File: config.mk
export PLATFORM = sky130hd
export DESIGN_NAME = woff2_table_directory_parser_unit
export DESIGN_NICKNAME = d
export VERILOG_FILES = /design/src/hw/rtl/w2td_pkg.sv /design/src/hw/rtl/woff2_table_directory_parser_unit.sv
export SDC_FILE = /design/constraint.sdc
export NUM_CORES = 1
export LEC_CHECK = 0
export ABC_AREA = 1
export BUFFER_PORTS_ARGS = -buffer_cell sky130_fd_sc_hd__buf_2
export CORE_UTILIZATION = 53
export DETAILED_ROUTE_END_ITERATION = 8
export PLACE_DENSITY_LB_ADDON = 0.12
export SLEW_MARGIN = 10
export SYNTH_ARGS = -nofsm -noshare
export SYNTH_HDL_FRONTEND = slang
export SYNTH_SLANG_ARGS = --single-unit
File: constraint.sdc
create_clock -name clk -period 23 [get_ports clk]
set_input_delay 1.15 -clock clk [delete_from_list [all_inputs] [get_ports clk]]
set_output_delay 1.15 -clock clk [all_outputs]
set_load 0.02 [all_outputs]
File: src/hw/rtl/w2td_pkg.sv
package w2td_pkg;

  // Longest UIntBase128 value, in bytes.
  localparam logic [2:0] MAX_VARINT_BYTES = 3'd5;
  // Bytes in an explicit tag.
  localparam logic [2:0] TAG_BYTES = 3'd4;

  // Flag byte low six bits that announce an explicit tag.
  localparam logic [5:0] TAG_CODE_EXPLICIT = 6'h3f;

  localparam logic [31:0] TAG_GLYF = 32'h676c7966;
  localparam logic [31:0] TAG_LOCA = 32'h6c6f6361;

  // Configuration register indexes.
  localparam logic [0:0] REG_GLYF_KNOWN_INDEX = 1'b0;
  localparam logic [0:0] REG_LOCA_KNOWN_INDEX = 1'b1;

  // Error codes reported with a result.
  localparam logic [2:0] ERR_NONE     = 3'd0;
  localparam logic [2:0] ERR_LEADING  = 3'd1;
  localparam logic [2:0] ERR_OVERFLOW = 3'd2;
  localparam logic [2:0] ERR_TOO_LONG = 3'd3;
  localparam logic [2:0] ERR_LOCA     = 3'd4;
  localparam logic [2:0] ERR_WRAP     = 3'd5;

  typedef enum logic [3:0] {
    PH_FLAG = 4'b0001,
    PH_TAG  = 4'b0010,
    PH_LEN1 = 4'b0100,
    PH_LEN2 = 4'b1000
  } phase_t;

endpackage

File: src/hw/rtl/woff2_table_directory_parser_unit.sv
// Table directory parser for a compressed font container. Directory bytes
// arrive one per request on the input channel; an entry is a flag byte, an
// optional four-byte explicit tag (flag low bits all ones) and one or two
// UIntBase128 lengths, the second only for transformed entries. When the last
// byte of an entry is taken, one result request carries the tag code, tag,
// version, transform flag, both lengths, the running source offset and an
// error code. The block takes one byte every clock cycle unless the input
// stalls: each byte passes through a single level of decode logic into the
// state registers, and the result of the byte that finishes an entry is held
// in a single output register. The input stalls only while that register holds
// a result that the downstream side is stalling. After an error result no
// further results appear until a byte arrives with restart set; that byte is
// taken as a new flag byte and clears the running offset. The two configuration
// registers select which six-bit known-tag codes name the glyf and loca tables;
// the user is to write them only while the block is idle; the block does not enforce it.
module woff2_table_directory_parser_unit
  import w2td_pkg::*;
(
  input  logic        clk,
  input  logic        rst,

  input  logic        cfg_we,
  input  logic [0:0]  cfg_index,
  input  logic [5:0]  cfg_data,

  input  logic        in_valid,
  output logic        in_stall,
  input  logic [7:0]  data_byte,
  input  logic        restart,

  output logic        out_valid,
  input  logic        out_stall,
  output logic [5:0]  tag_code,
  output logic [31:0] explicit_tag,
  output logic [1:0]  table_version,
  output logic        is_transformed,
  output logic [31:0] orig_length,
  output logic [31:0] transform_length,
  output logic [31:0] source_offset,
  output logic [2:0]  error_code
);

  // Configuration registers.
  logic [5:0] glyf_known_index;
  logic [5:0] loca_known_index;

  // Parser state.
  phase_t      phase, phase_next;
  logic [2:0]  byte_count, byte_count_next;
  logic [7:0]  held_flag, held_flag_next;
  logic [31:0] tag_accum, tag_accum_next;
  logic [31:0] varint_accum, varint_accum_next;
  logic [31:0] held_orig_length, held_orig_length_next;
  logic [31:0] running_offset, running_offset_next;
  logic        halted, halted_next;

  // Result produced by the byte being accepted.
  logic        emit;
  logic [2:0]  emit_err;
  logic [31:0] emit_orig;
  logic [31:0] emit_tlen;

  logic        in_accept;
  logic        proceed;
  phase_t      cur_phase;

  // The output register can take a new result unless it is full and stalled.
  assign in_stall  = out_valid && out_stall;
  assign in_accept = in_valid && !in_stall;
  assign proceed   = in_accept && (restart || !halted);
  assign cur_phase = restart ? PH_FLAG : phase;

  // Attributes of the entry in progress. They come from the held flag byte
  // and the collected tag, which are stable throughout the length bytes.
  logic [5:0] entry_code;
  logic [1:0] entry_version;
  logic       entry_is_glyf;
  logic       entry_is_loca;
  logic       entry_transformed;

  assign entry_code    = held_flag[5:0];
  assign entry_version = held_flag[7:6];

  always_comb begin
    if (entry_code == TAG_CODE_EXPLICIT) begin
      entry_is_glyf = (tag_accum == TAG_GLYF);
      entry_is_loca = (tag_accum == TAG_LOCA);
    end else begin
      entry_is_glyf = (entry_code == glyf_known_index);
      entry_is_loca = (entry_code == loca_known_index);
    end
    // glyf and loca are transformed by default; every other table is
    // transformed only when asked for by a nonzero version.
    if (entry_is_glyf || entry_is_loca) begin
      entry_transformed = (entry_version == 2'd0);
    end else begin
      entry_transformed = (entry_version != 2'd0);
    end
  end

  // One UIntBase128 byte step: the overflow test looks at the accumulator
  // before the shift, so a value needing more than 32 bits is caught.
  logic        vi_leading;
  logic        vi_overflow;
  logic [31:0] vi_shifted;
  logic [2:0]  count_inc;
  logic [32:0] offset_sum;
  logic [31:0] fin_orig;
  logic        fin_loca_bad;
  logic        fin_wrap;

  assign vi_leading  = (byte_count == 3'd0) && (data_byte == 8'h80);
  assign vi_overflow = |varint_accum[31:25];
  assign vi_shifted  = {varint_accum[24:0], data_byte[6:0]};
  assign count_inc   = byte_count + 3'd1;

  // Finishing an entry: the finished length is always the value just
  // decoded. In the first length it is also the original length.
  assign fin_orig     = (cur_phase == PH_LEN1) ? vi_shifted : held_orig_length;
  assign offset_sum   = {1'b0, running_offset} + {1'b0, vi_shifted};
  assign fin_wrap     = offset_sum[32];
  assign fin_loca_bad = (cur_phase == PH_LEN2) && entry_is_loca && (vi_shifted != 32'd0);

  always_comb begin
    phase_next            = phase;
    byte_count_next       = byte_count;
    held_flag_next        = held_flag;
    tag_accum_next        = tag_accum;
    varint_accum_next     = varint_accum;
    held_orig_length_next = held_orig_length;
    running_offset_next   = running_offset;
    halted_next           = halted;
    emit                  = 1'b0;
    emit_err              = ERR_NONE;
    emit_orig             = 32'd0;
    emit_tlen             = 32'd0;

    if (in_accept && restart) begin
      halted_next         = 1'b0;
      running_offset_next = 32'd0;
      phase_next          = PH_FLAG;
    end

    if (proceed) begin
      unique case (cur_phase) inside
        PH_FLAG: begin
          held_flag_next        = data_byte;
          tag_accum_next        = 32'd0;
          byte_count_next       = 3'd0;
          varint_accum_next     = 32'd0;
          held_orig_length_next = 32'd0;
          phase_next = (data_byte[5:0] == TAG_CODE_EXPLICIT) ? PH_TAG : PH_LEN1;
        end
        PH_TAG: begin
          tag_accum_next  = {tag_accum[23:0], data_byte};
          byte_count_next = count_inc;
          if (count_inc >= TAG_BYTES) begin
            byte_count_next = 3'd0;
            phase_next      = PH_LEN1;
          end
        end
        PH_LEN1, PH_LEN2: begin
          if (vi_leading || vi_overflow) begin
            emit        = 1'b1;
            emit_err    = vi_leading ? ERR_LEADING : ERR_OVERFLOW;
            emit_orig   = (cur_phase == PH_LEN1) ? 32'd0 : held_orig_length;
            halted_next = 1'b1;
          end else begin
            varint_accum_next = vi_shifted;
            if (data_byte[7]) begin
              byte_count_next = count_inc;
              if (count_inc >= MAX_VARINT_BYTES) begin
                emit        = 1'b1;
                emit_err    = ERR_TOO_LONG;
                emit_orig   = (cur_phase == PH_LEN1) ? 32'd0 : held_orig_length;
                halted_next = 1'b1;
              end
            end else if ((cur_phase == PH_LEN1) && entry_transformed) begin
              held_orig_length_next = vi_shifted;
              byte_count_next       = 3'd0;
              varint_accum_next     = 32'd0;
              phase_next            = PH_LEN2;
            end else begin
              held_orig_length_next = fin_orig;
              emit      = 1'b1;
              emit_orig = fin_orig;
              emit_tlen = vi_shifted;
              if (fin_loca_bad) begin
                emit_err    = ERR_LOCA;
                halted_next = 1'b1;
              end else if (fin_wrap) begin
                emit_err    = ERR_WRAP;
                halted_next = 1'b1;
              end else begin
                running_offset_next = offset_sum[31:0];
                phase_next          = PH_FLAG;
              end
            end
          end
        end
        default: begin
          phase_next = PH_FLAG;
        end
      endcase
    end
  end

  // Configuration writes.
  always_ff @(posedge clk) begin
    if (rst) begin
      glyf_known_index <= 6'd10;
      loca_known_index <= 6'd11;
    end else if (cfg_we) begin
      unique case (cfg_index)
        REG_GLYF_KNOWN_INDEX: glyf_known_index <= cfg_data;
        REG_LOCA_KNOWN_INDEX: loca_known_index <= cfg_data;
        default: ;
      endcase
    end
  end

  // Parser state registers.
  always_ff @(posedge clk) begin
    if (rst) begin
      phase            <= PH_FLAG;
      byte_count       <= 3'd0;
      held_flag        <= 8'd0;
      tag_accum        <= 32'd0;
      varint_accum     <= 32'd0;
      held_orig_length <= 32'd0;
      running_offset   <= 32'd0;
      halted           <= 1'b0;
    end else begin
      phase            <= phase_next;
      byte_count       <= byte_count_next;
      held_flag        <= held_flag_next;
      tag_accum        <= tag_accum_next;
      varint_accum     <= varint_accum_next;
      held_orig_length <= held_orig_length_next;
      running_offset   <= running_offset_next;
      halted           <= halted_next;
    end
  end

  // Output register. A new result is loaded only when the register is empty
  // or being drained in this cycle, which the input stall guarantees.
  always_ff @(posedge clk) begin
    if (rst) begin
      out_valid <= 1'b0;
    end else if (emit) begin
      out_valid <= 1'b1;
    end else if (!out_stall) begin
      out_valid <= 1'b0;
    end
  end

  always_ff @(posedge clk) begin
    if (emit) begin
      tag_code         <= entry_code;
      explicit_tag     <= (entry_code == TAG_CODE_EXPLICIT) ? tag_accum : 32'd0;
      table_version    <= entry_version;
      is_transformed   <= entry_transformed;
      orig_length      <= emit_orig;
      transform_length <= emit_tlen;
      source_offset    <= running_offset;
      error_code       <= emit_err;
    end
  end

endmodule

; ---- Yosys cells after proc, flatten, opt, wreduce, memory -nomap -nowiden
; Cells that the tools add are included.
[word_totals]
reg_bits = 297
inputBits = 21
out_inout_bits = 142
wordCells = 138
[op_classes]
add_sub_neg = 2
magnitude_cmp = 2
eq_ne = 15
muxes = 66
bitwise_logic = 3
n_reduce_logical = 31
[ops]
columns = op, n
row1 = 2-to-1 mux 32 bit, 20
row2 = one-hot mux 32 bit (2 select lines), 3
row3 = "== test 32 x 31 -> 1 bit, second input constant", 2
row4 = 2-to-1 mux 4 bit, 9
row5 = adder 32 x 32 -> 33 bit, 1
row6 = nonzero test 32 bit, 1
row7 = 2-to-1 mux 3 bit, 10
row8 = 2-to-1 mux 1 bit, 20
row9 = == test 6 bit, 2
row10 = "== test 6 bit, second input constant", 2
row11 = one-hot mux 4 bit (3 select lines), 1
row12 = AND reduction 2 bit, 5
row13 = one-hot mux 3 bit (3 select lines), 1
row14 = "== test 8 bit, second input constant", 1
row15 = logical AND 1 bit, 8
row16 = AND reduction 4 bit, 2
row17 = OR reduction 7 bit, 1
row18 = ">= comparator 3 bit, second input constant", 2
row19 = nonzero test 2 bit, 3
row20 = "== test 4 x 1 -> 1 bit, second input constant", 1
row21 = "== test 4 x 2 -> 1 bit, second input constant", 1
row22 = "== test 4 x 3 -> 1 bit, second input constant", 1
row23 = "== test 4 bit, second input constant", 1
row24 = 2-to-1 mux 2 bit, 2
row25 = other kinds (13), 19

; ---- Logic depth before layout (Yosys ltp)
[depth]
ltp_word = 12
mapped_depth = 17
depth_no_buf = 17

; ---- Worst setup path before layout
; No wires, ideal clock.
[synth_timing]
path_kind = input to register
start = input port restart
end = register error_code[0] (enable)
setup_time_ns = 0.658
t_arrival_ns = 8.359
required_time_ns = 22.342
slack_ns = 13.984
stages = 9
n_path_buf = 0
path_cell_list = inv_2 -> nand2_1 -> nor2_2 -> nand4_4 -> inv_2 -> nor2_4 -> inv_2 -> nand3_1 -> o21ai_1
[synth_between]
elab_chain_len = 8
elab_cells_between_ends = 12
classes_between = 2 x eq/ne / 6 x mux / 4 x reduce/logical
[synth_lines]
columns = item, line_no
row1 = start: declaration, woff2_table_directory_parser_unit.sv:29  ; input logic restart,
row2 = 2-to-1 mux 4 bit, woff2_table_directory_parser_unit.sv:71  ; assign cur_phase = restart ? PH_FLAG : phase;
row3 = == test 4 x 3 -> 1 bit, woff2_table_directory_parser_unit.sv:178  ; end else if ((cur_phase == PH_LEN1) && entry_transformed) begin
row4 = logical AND 1 bit, woff2_table_directory_parser_unit.sv:178
row5 = 2-to-1 mux 1 bit, woff2_table_directory_parser_unit.sv:178
row6 = 2-to-1 mux 1 bit, woff2_table_directory_parser_unit.sv:170  ; if (data_byte[7]) begin
row7 = 2-to-1 mux 1 bit, woff2_table_directory_parser_unit.sv:163  ; if (vi_leading || vi_overflow) begin
row8 = 2-to-1 mux 1 bit, woff2_table_directory_parser_unit.sv:145  ; unique case (cur_phase) inside
row9 = 2-to-1 mux 1 bit (*), woff2_table_directory_parser_unit.sv:144  ; if (proceed) begin
row10 = via emit, woff2_table_directory_parser_unit.sv:58  ; logic emit;
row11 = end signal: assignment, woff2_table_directory_parser_unit.sv:266  ; error_code <= emit_err;
row12 = end: declaration, woff2_table_directory_parser_unit.sv:40  ; output logic [2:0] error_code
; Mark *: on every way through the listed nets, which the timed path passes. The rest lies on a longest branch.
; A chain may end at the register's enable or synchronous reset.

; ---- Worst setup path in the final report
[layout_timing]
start = input port restart
end = register orig_length[29] (enable)
[layout_between]
elab_chain_len = 8
elab_cells_between_ends = 12
classes_between = 2 x eq/ne / 6 x mux / 4 x reduce/logical
[layout_lines]
columns = item, line_no
row1 = 2-to-1 mux 4 bit, woff2_table_directory_parser_unit.sv:71
row2 = == test 4 x 3 -> 1 bit, woff2_table_directory_parser_unit.sv:178
row3 = logical AND 1 bit, woff2_table_directory_parser_unit.sv:178
row4 = 2-to-1 mux 1 bit, woff2_table_directory_parser_unit.sv:178
row5 = 2-to-1 mux 1 bit, woff2_table_directory_parser_unit.sv:170
row6 = 2-to-1 mux 1 bit, woff2_table_directory_parser_unit.sv:163
row7 = 2-to-1 mux 1 bit, woff2_table_directory_parser_unit.sv:145
row8 = 2-to-1 mux 1 bit (*), woff2_table_directory_parser_unit.sv:144
row9 = via emit, woff2_table_directory_parser_unit.sv:58
row10 = end signal: assignment, woff2_table_directory_parser_unit.sv:263  ; orig_length <= emit_orig;
row11 = end: declaration, woff2_table_directory_parser_unit.sv:37  ; output logic [31:0] orig_length,
; Marked as above.

==> flow_summary_export.csv <==
group,metric,value,unit
status,status,"finished clean",
logic_synthesis,yosysSeqAreaShare,0.494,
logic_synthesis,netlist_top_cells_area,"edfxtp_1 28%, dfxtp_1 21%, nand2_1 13%",
detailed_routing,firstDrtPassIters,5,
critical_path,r2r_end,"orig_length[29]$_SDFFCE_PN0P_",
detailed_routing,drc,0,
pwr,p_leak,6.88,nW
detailed_routing,vias,13300,
pwr,comb_power_share,0.047,
detailed_routing,drt_wl_total,40700,um
logic_synthesis,yosys.area.top_type_share,0.283,
timing,rsz0062_at_grt,"false",
cells_and_area,syn_to_final_growth,12.9,%
timing,period_share,0.261,
pwr,pwr-share-seq,0.523,
clock_tree,ctsHoldBuffers,0,
grt,grt_max_degree,71,
die,io_pins,163,
critical_path,required,23.18,ns
timing,slew_violations,0,
logic_synthesis,synth-edff-count,140,
clock_tree,numCtsBuffers,29,
placed_design,dp_hpwl,28300,um
clock_tree,clockBufferDepth,3,
logic_synthesis,ys_warn_count,0,
critical_path,end_kind,"register",
logic_synthesis,ys.flop_type,"dfxtp_1",
pwr,switching_share,0.229,
clock_tree,cts-root-buf,"clkbuf_16",
placed_design,port-buffer-count,162,
timing,worst_pin_slew,1.22,ns
clock_tree,ctsHtreeMaxLevel,1,
timing,final.setup.worst_slack,16.99,ns
grt,grt_use_total,0.281,
worst_hold_path,hold_class,"reg -> reg",
critical_path,path_delay_family,"buffers and inverters",
timing,setup-violations-final,0,
job,cap_violations,0,
logic_synthesis,syn-cell-area,0.0149,sq mm
clock_tree,cts_tree,"done",
logic_synthesis,yosysMostFrequentCell,"nand2_1",
die,die_h,169,um
pwr,power_density,63.6,mW/mm^2
pwr,vdd_drop_max,0.0000552,V
logic_synthesis,yosys.area.top_type,"edfxtp_1",
clock_tree,cts_setup_buffers,0,
detailed_routing,viasPerCell,5.53,
placed_design,placed_area,0.0159,sq mm
timing,fmax,166,MHz
cells_and_area,layout-drive-gt1-share,0.124,
critical_path,crit_type,"in -> reg",
grt,grt_overflow,0,
critical_path,max_stage_delay,0.94,ns
logic_synthesis,syn_avg_cell_area,7.87,sq um
critical_path,r2r_cells,11,
logic_synthesis,synth_common_cells,"526 x nand2_1, 194 x nor2_1, 184 x a21oi_1",
pwr,p_int,823,uW
detailed_routing,routedWlPerCell,16.9,um
worst_hold_path,min_path_cells,0,
grt,grt_pass1_vias,12000,
logic_synthesis,synth_nets,1945,
clock_tree,cts_resized,0,
placed_design,place_congestion,0.939,
critical_path,cp_max_fo,70,
detailed_routing,drt_iter0_markers,1313,
cells_and_area,final_area,0.0168,sq mm
critical_path,crit_chain,"buf_2, inv_2, nand2_1, nor2_2, nand4_4, inv_2, nor2_4, inv_2, nand3_1, o21ai_4, buf_4, buf_4",
grt,antenna_found_initial,1,
placed_design,dp_slack,16.49,ns
critical_path,crit_top_cell,"inv_2",
die,dieArea,0.0287,sq mm
die,die_w,169,um
clock_tree,path_clk_slew,0.06,ns
timing,finalHoldViolCount,0,
detailed_routing,antenna_left,0,
critical_path,worstPathArrival,6.19,ns
critical_path,r2r-start,"phase[0]$_SDFF_PP1_",
die,fp.coreArea,0.0273,sq mm
timing,relSlewSlack,0.183,
grt,grt_first_pass_wirelength,64100,um
pwr,p_switching,244,uW
logic_synthesis,synth_cell_types,49,
timing,skew,0.0271,ns
cells_and_area,nets,2063,
logic_synthesis,syn_inst,1889,
logic_synthesis,async_flop_share,0,
worst_hold_path,min_from,"running_offset[4]$_SDFF_PP0_",
critical_path,cp-start-kind,"primary input",
critical_path,critPathSlowestCell,"o21ai_4",
critical_path,cp.buffers_inverters,6,
timing,period_needed,6.01,ns
die,rows,60,
clock_tree,cts.sinks,297,
worst_hold_path,min_to,"source_offset[4]$_DFFE_PP_",
clock_tree,worstSkewPairLatency,0.57,ns
die,start_util,0.545,
timing,tns,0,ns
critical_path,reg2reg_slack,17.50,ns
logic_synthesis,synth-seq-cells,297,
pwr,power_frac_clock,0.430,
power groups by stage:
stage | Sequential, mW | Clock, mW | Combinational [mW]
finish | 0.558 | 0.459 | 0.0500
global route | 0.558 | 0.485 | 0.0549
CTS | 0.558 | 0.465 | 0.0492
detailed placement | 0.569 | 0 | 0.0490
global placement | 0.569 | 0 | 0.0482
floorplan | 0.568 | 0 | 0.0347
worst register-to-register path: cells and delay by family, from the launching register on:
| family | cells | cell delay (ns) |
|---|---|---|
| AO/OA/AOI/OAI | 1 | 0.94 |
| flip-flops | 1 | 0.31 |
| buffers and inverters | 5 | 2.42 |
| AND/OR/NAND/NOR | 5 | 1.40 |
layer usage:
layer,GRT usage,vias to the layer above,share of wire,routed length (um)
met1,0.416,6183,0.46,18700
li1,-,6498,-,-
met3,0.0329,60,0.072,2940
met2,0.435,545,0.45,18200
met5,0,-,0,0
met4,0.0787,0,0.021,872
through the flow:
stage / total power [mW] / std cells / utilization / hold WS, ns
after floorplan: 0.603 / 1889 / - / 0.426
after global routing: 1.10 / 2403 / 0.616 / 0.474
after global placement: 0.618 / 2348 / 0.582 / 0.448
after CTS: 1.07 / 2402 / 0.615 / 0.463
final: 1.07 / 2403 / 0.616 / 0.464
after detailed placement: 0.618 / 2348 / 0.582 / 0.449
cells in the final DEF, fill, tap and decap left out, drive strengths merged, types with 2 or more instances in the layout:
master and count:
nand2 532, nor2 205, inv 187, a21oi 185, buf 169, dfxtp 157
nand3 152, edfxtp 140, o21ai 79, nand4 51, clkbuf 48, ha 34
xor2 22, o31ai 15, nor3 12, xnor2 7, o21bai 6, clkinv 5
nand3b 4, nor4 3, o211ai 2, a211oi 2, a31oi 2
worst max path at each step:
| stage | from | slack (ns) | cells past startpoint | endpoint |
|---|---|---|---|---|
| 2_1_floorplan | restart | 13.98 | 9 | error_code[0]$_SDFFCE_PN0P_ |
| 6_report | restart | 16.99 | 12 | orig_length[29]$_SDFFCE_PN0P_ |
| 3_5_place_dp | restart | 16.49 | 12 | orig_length[21]$_SDFFCE_PN0P_ |
| 4_1_cts | restart | 17.03 | 12 | transform_length[19]$_SDFFCE_PP0P_ |
| 3_3_place_gp | restart | 16.75 | 12 | orig_length[26]$_SDFFCE_PN0P_ |
| 5_1_grt | restart | 16.66 | 12 | transform_length[13]$_SDFFCE_PP0P_ |
registers in the layout, summed over array words and instances, names as in the netlist:
signal            count
tag_accum            32
loca_known_index      6
byte_count            3
held_orig_length     32
orig_length          32
held_flag             8
out_valid             1
explicit_tag         32
source_offset        32
tag_code              6
halted                1
running_offset       32
table_version         2
transform_length     32
error_code            3
varint_accum         32
phase                 4
glyf_known_index      6
is_transformed        1
cells by family (layout without fill, tap and decap cells):
kind of cell / Yosys count / count (layout) / synth area share
simple gates: 962 / 962 / 0.280
compound gates: 297 / 297 / 0.107
flops: 297 / 297 / 0.494
buf+inv: 269 / 410 / 0.0717
fa+ha+maj: 35 / 35 / 0.0300
xor+xnor: 29 / 29 / 0.0171
other cells: 0 / 1 / 0
layout make-up:
cell class	instances	area [sq um]
inverters	187	702
multi-input cells	1323	6480
clock inverters	6	50.0
clock buffers	48	868
flip-flops and latches	297	7350
fillers	2486	10500
well taps	372	465
repair buffers	169	866
diodes	1	2.50
(Power assumes the default switching activity.)
